===== src/rtl/isort_pkg.sv =====
`timescale 1ns / 1ps

package isort_pkg;

  // Capacity of the sorting chain, in cells.
  localparam int DEPTH = 64;

  localparam int VALUE_W = 32;

  typedef logic signed [VALUE_W-1:0] value_t;

  // Broadcast from the control logic to every cell in the chain.
  typedef struct packed {
    logic   insert;     // place new_value into the ordered row
    logic   pop;        // shift the row one place toward cell 0
    value_t new_value;
  } cell_ctrl_t;

endpackage


===== src/rtl/isort_cell.sv =====
`timescale 1ns / 1ps

module isort_cell (
  input  logic                  clk,
  input  logic                  rst_n,
  input  isort_pkg::cell_ctrl_t ctrl,
  input  isort_pkg::value_t     left_value,
  input  logic                  left_valid,
  input  logic                  left_le,
  input  isort_pkg::value_t     right_value,
  input  logic                  right_valid,
  output isort_pkg::value_t     value,
  output logic                  valid,
  output logic                  le
);

  isort_pkg::value_t value_r, value_nxt;
  logic              valid_r, valid_nxt;

  // Stored entry is at or below the new value: it stays ahead of it.
  assign le = valid_r && (value_r <= ctrl.new_value);

  always_comb begin
    value_nxt = value_r;
    valid_nxt = valid_r;
    if (ctrl.pop) begin
      value_nxt = right_value;
      valid_nxt = right_valid;
    end else if (ctrl.insert) begin
      valid_nxt = valid_r | left_valid;
      if (!le) begin
        // Insertion point is here when the left neighbor stays put; else shift right.
        value_nxt = left_le ? ctrl.new_value : left_value;
      end
    end
  end

  always_ff @(posedge clk) begin
    if (!rst_n) begin
      valid_r <= 1'b0;
    end else begin
      valid_r <= valid_nxt;
    end
    value_r <= value_nxt;
  end

  assign value = value_r;
  assign valid = valid_r;

endmodule

===== config.mk =====
export PLATFORM = sky130hd
export DESIGN_NAME = isort_cell
export DESIGN_NICKNAME = d
export VERILOG_FILES = /design/src/rtl/isort_pkg.sv /design/src/rtl/isort_cell.sv
export SDC_FILE = /design/constraint.sdc
export NUM_CORES = 1
export LEC_CHECK = 0
export ABC_AREA = 1
export BUFFER_PORTS_ARGS = -buffer_cell sky130_fd_sc_hd__buf_2
export CAP_MARGIN = 10
export CORE_UTILIZATION = 40
export CTS_BUF_LIST = sky130_fd_sc_hd__clkbuf_4
export DETAILED_ROUTE_END_ITERATION = 12
export HOLD_SLACK_MARGIN = 0.06
export PLACE_DENSITY = 0.73
export SETUP_SLACK_MARGIN = 0.5
export SYNTH_ARGS = -nofsm -noshare
export SYNTH_HDL_FRONTEND = slang
export SYNTH_SLANG_ARGS = --single-unit
export TNS_END_PERCENT = 5

===== constraint.sdc =====
create_clock -name clk -period 5.5 [get_ports clk]
set_input_delay 0.275 -clock clk [delete_from_list [all_inputs] [get_ports clk]]
set_output_delay 0.275 -clock clk [all_outputs]
set_load 0.05 [all_outputs]

# Word level (Yosys, flattened, before mapping)
# Cells that the tools add are included.
[totals]
wordCells = 14
mem_count = 0
output_inout_bits = 34
romBits = 0
inputBits = 103
ram_bits = 0
latch_bits = 0
regBits = 33
[classes]
n_eq_ne = 1
n_lt_le_gt_ge = 1
n_mul = 0
shifts = 0
n_addsub = 0
div_mod_pow = 0
reduce_logical = 3
n_bitwise = 1
mux = 6
[ops]
columns = ["operator", "count"]
rows = [
  ["32-bit two-way mux", 4],
  ["32-bit less-or-equal comparator", 1],
  ["1-bit two-way mux", 2],
  ["2-bit != test (second input constant)", 1],
  ["2-bit AND reduction", 1],
  ["2-bit nonzero test", 1],
  ["1-bit logical AND", 1],
  ["1-bit OR", 1],
]

# Logic depth before layout (Yosys ltp)
[logic_depth]
depth_word = 5
depth_mapped = 18
depth_no_buf = 18

# Least setup slack after synthesis
# Ideal clock, no wire load.
[synth_path]
kind = "reg2reg"
start = "register value_r[31] (netlist: value[31])"
end = "register value_r[0] (netlist: value[0]), enable pin"
setup_time_ns = 0.389
t_arrival_ns = 2.412
path_buffers = 0
synth_period_minus_slack_ns = 2.802
t_required_ns = 5.111
slack_ns = 2.698
path_stages_with_launch = 12
cell_sequence = "edfxtp_1 ha_1 nand2_1 nor2_2 nand2_2 nor2_2 nand2_1 nand3_1 nand3_1 nand2_1 nand2_1 nand2_1"
[synth_between]
elab_chain_len = 4
[synth_lines]
columns = ["item", "line_no", "source"]
rows = [
  ["start: declaration", "isort_cell.sv:17", "isort_pkg::value_t value_r, value_nxt;"],
  ["start signal: assignment", "isort_cell.sv:44", "value_r <= value_nxt;"],
  ["32-bit less-or-equal comparator", "isort_cell.sv:21", "assign le = valid_r && (value_r <= ctrl.new_value);"],
  ["1-bit logical AND", "isort_cell.sv:21", ""],
  ["2-bit != test (no line)", "n/a", ""],
  ["2-bit AND reduction (no line)", "n/a", ""],
]
# Every way passes these cells.
# A chain may end at the register's enable or synchronous reset.

# Worst setup path in the final report
[layout_path]
start = "register value_r[13] (netlist: value[13])"
end = "register value_r[17] (netlist: value[17]), enable pin"
# Same word-level chain as after synthesis.

==> out/metrics.csv <==
metric,value,unit
Vert. Die Dim,81.6,µm
fin nets,597,
Final Instance Count excl. Fillers,538,
status,finished clean,
RSZ-0062 raised after global routing,no,
routability-driven placement congestion ratio,0.760,
worst relative slew slack,37.6,%
cells after synthesis,331,
Post-Route WL,6190,µm
final hold violations,0,
total of max-cap violations,0,
"Data required, critical path",5520,ps
Worst-Margin Slew,936,ps
1st-pass router iterations,4,
DR WL/cell,11.5,µm
TritonCTS buffer count,5,
CTS sink cnt,33,
final setup fails,0,
CTS tree,yes,
Clock Path Buffers,2,
Critical Path Fanout Max,18,
largest net degree at the start of global routing,64,
clock latency on the worst-skew pair,330,ps
antenna diode count,0,
HP Class,in2reg,
YS warnings,0,
drt via density,4.75,
met3 GRT Util,4.22,%
Seq cells post-synth,33,
Resized cells post-CTS,0,
peak supply drop,0.120,mV
syn avg cell area,7.65,µm²
most frequent cells in the layout,"buf_2 (136), nand2_1 (103), inv_1 (40)",
synthesized area,0.00253,mm²
# Post-CTS Setup Buffers,0,
fmax,368,MHz
Initial Util,42.0,%
H-tree Lvls,2,
via count,2553,
busiest grt layer,met2,
I/O pin count,137,
dpl cells,530,
area delta synth->final,30.9,%
hold_buf cts,0,
Setup TNS,0,ps
"commonest non-fill, non-tap cell in the layout",buf_2,
area of the core,0.00603,mm²
Chip Width,81.6,µm
Final Cycle Share,49.5,%
Final Skew,12.8,ps
critical path class,reg2reg,
vias in the first global route,2294,
fillers,612,
Unique masters post-synth,23,
Worst setup EP type,flip-flop,
num rows,28,
root buffer cell,clkbuf_4,
first-pass GRT wire length,9470,µm
crit path time final,2720,ps
Antenna Nets Post-Route,0,
Power Density,228,mW/mm²
clk slew on worst S/H paths,100,ps
I/O Buffers,136,
Leak,1.80,nW
GRT Total Usage,18.5,%
post-synthesis sequential area ratio,38.7,%
Post-Syn Nets,466,
dpl hpwl,4950,µm
Power Total,0.757,mW
"Slew Viols, Final",0,
met1 GRT Util,20.3,%
die area,0.00665,mm²
GR Layer Usage met2,35.8,%
WP data arrival,2740,ps
share of layout cells above drive strength 1,33.3,%
initial antenna violation count,0,
total gr overflow,0,
drt initial violations,75,
Residual DRC,0,
crit path launch type,flip-flop,
==> report_power, final <==
group | total [mW] | switching, mW | internal, mW
Clock | 0.139 | 0.0801 | 0.0590
Combinational | 0.293 | 0.198 | 0.0955
Sequential | 0.324 | 0.0153 | 0.309
Total | 0.757 | 0.293 | 0.463
==> worst paths after layout <==
check | endpoint | from | depth (start not counted) | slack [ps]
max | value[17] | value[13] | 13 | 2780
min reg2reg | valid | valid | 2 | 550
max reg2reg | value[17] | value[13] | 13 | 2780
min | valid | rst_n | 3 | 180
==> cells in the mapped netlist <==
| library cell | instances | share of area [%] |
|---|---|---|
| ha_1 | 32 | 16 |
| inv_1 | 40 | 5.9 |
| nor2_2 | 2 | 0.49 |
| nor2_1 | 12 | 1.8 |
| inv_2 | 3 | 0.44 |
| nand2_2 | 1 | 0.25 |
| o21a_1 | 1 | 0.30 |
| clkinv_1 | 1 | 0.15 |
| a21oi_1 | 20 | 4.0 |
| edfxtp_1 | 32 | 38 |
| nand2_1 | 103 | 15 |
| nand3_1 | 3 | 0.59 |
| a21oi_2 | 1 | 0.35 |
| dfxtp_1 | 1 | 0.79 |
| buf_2 | 1 | 0.20 |
| clkbuf_8 | 1 | 0.54 |
| o21ai_1 | 32 | 6.3 |
| o21ai_0 | 29 | 5.7 |
| a21o_1 | 1 | 0.30 |
| o21a_2 | 1 | 0.35 |
| nand4_1 | 1 | 0.25 |
| nand4_2 | 1 | 0.49 |
| clkbuf_1 | 12 | 1.8 |
==> layer usage <==
metal | wire length, µm | up-vias
li1 | - | 1359
met1 | 2640 | 1108
met2 | 3130 | 84
met3 | 403 | 2
met4 | 21 | 0
met5 | 0 | -
==> state kept, by name, indices dropped and copies added (netlist names) <==
name	flops
valid	1
value	32
==> worst max-delay path, stage by stage, from the launching register on <==
cell      delay, ps
edfxtp_1        400
ha_1            330
a21oi_1         160
o21ai_0         120
a21oi_1         150
nand2_1          70
nand2_1          70
nand2_1          50
nand2_1          50
nand3_1          60
nand2_1          70
nand2_1          50
nand2_1         440
buf_4           380
==> stage by stage <==
step | cell area (µm²) | util (%) | hold slack (ps) | setup WS, ps
3_5_place_dp | 3260 | 54.1 | 530 | 2700
4_1_cts | 3310 | 55.0 | 160 | 2690
6_report | 3310 | 55.0 | 183 | 2780
2_1_floorplan | 2530 | - | 409 | 2700
5_1_grt | 3310 | 55.0 | 181 | 2500
3_3_place_gp | 3260 | 54.1 | 528 | 2780
==> area by class of cell <==
type                            instances  area, µm²  share of cell area, %
Clock buffer                            7       52.6                   1.59
Clock inverter                          1       3.75                  0.113
Inverter                               44        165                   4.98
Multi-Input combinational cell        240       1320                   39.9
Sequential cell                        33        981                   29.6
Tap cell                               75       93.8                   2.83
Timing Repair Buffer                  138        696                   21.0
==> logic make-up after synthesis <==
logic type	share of synthesized area, %
simple gates	19.1
buf+inv	9.04
compound gates	17.3
fa+ha+maj	15.8
flops	38.7
Power figures use the tool's default switching activity.
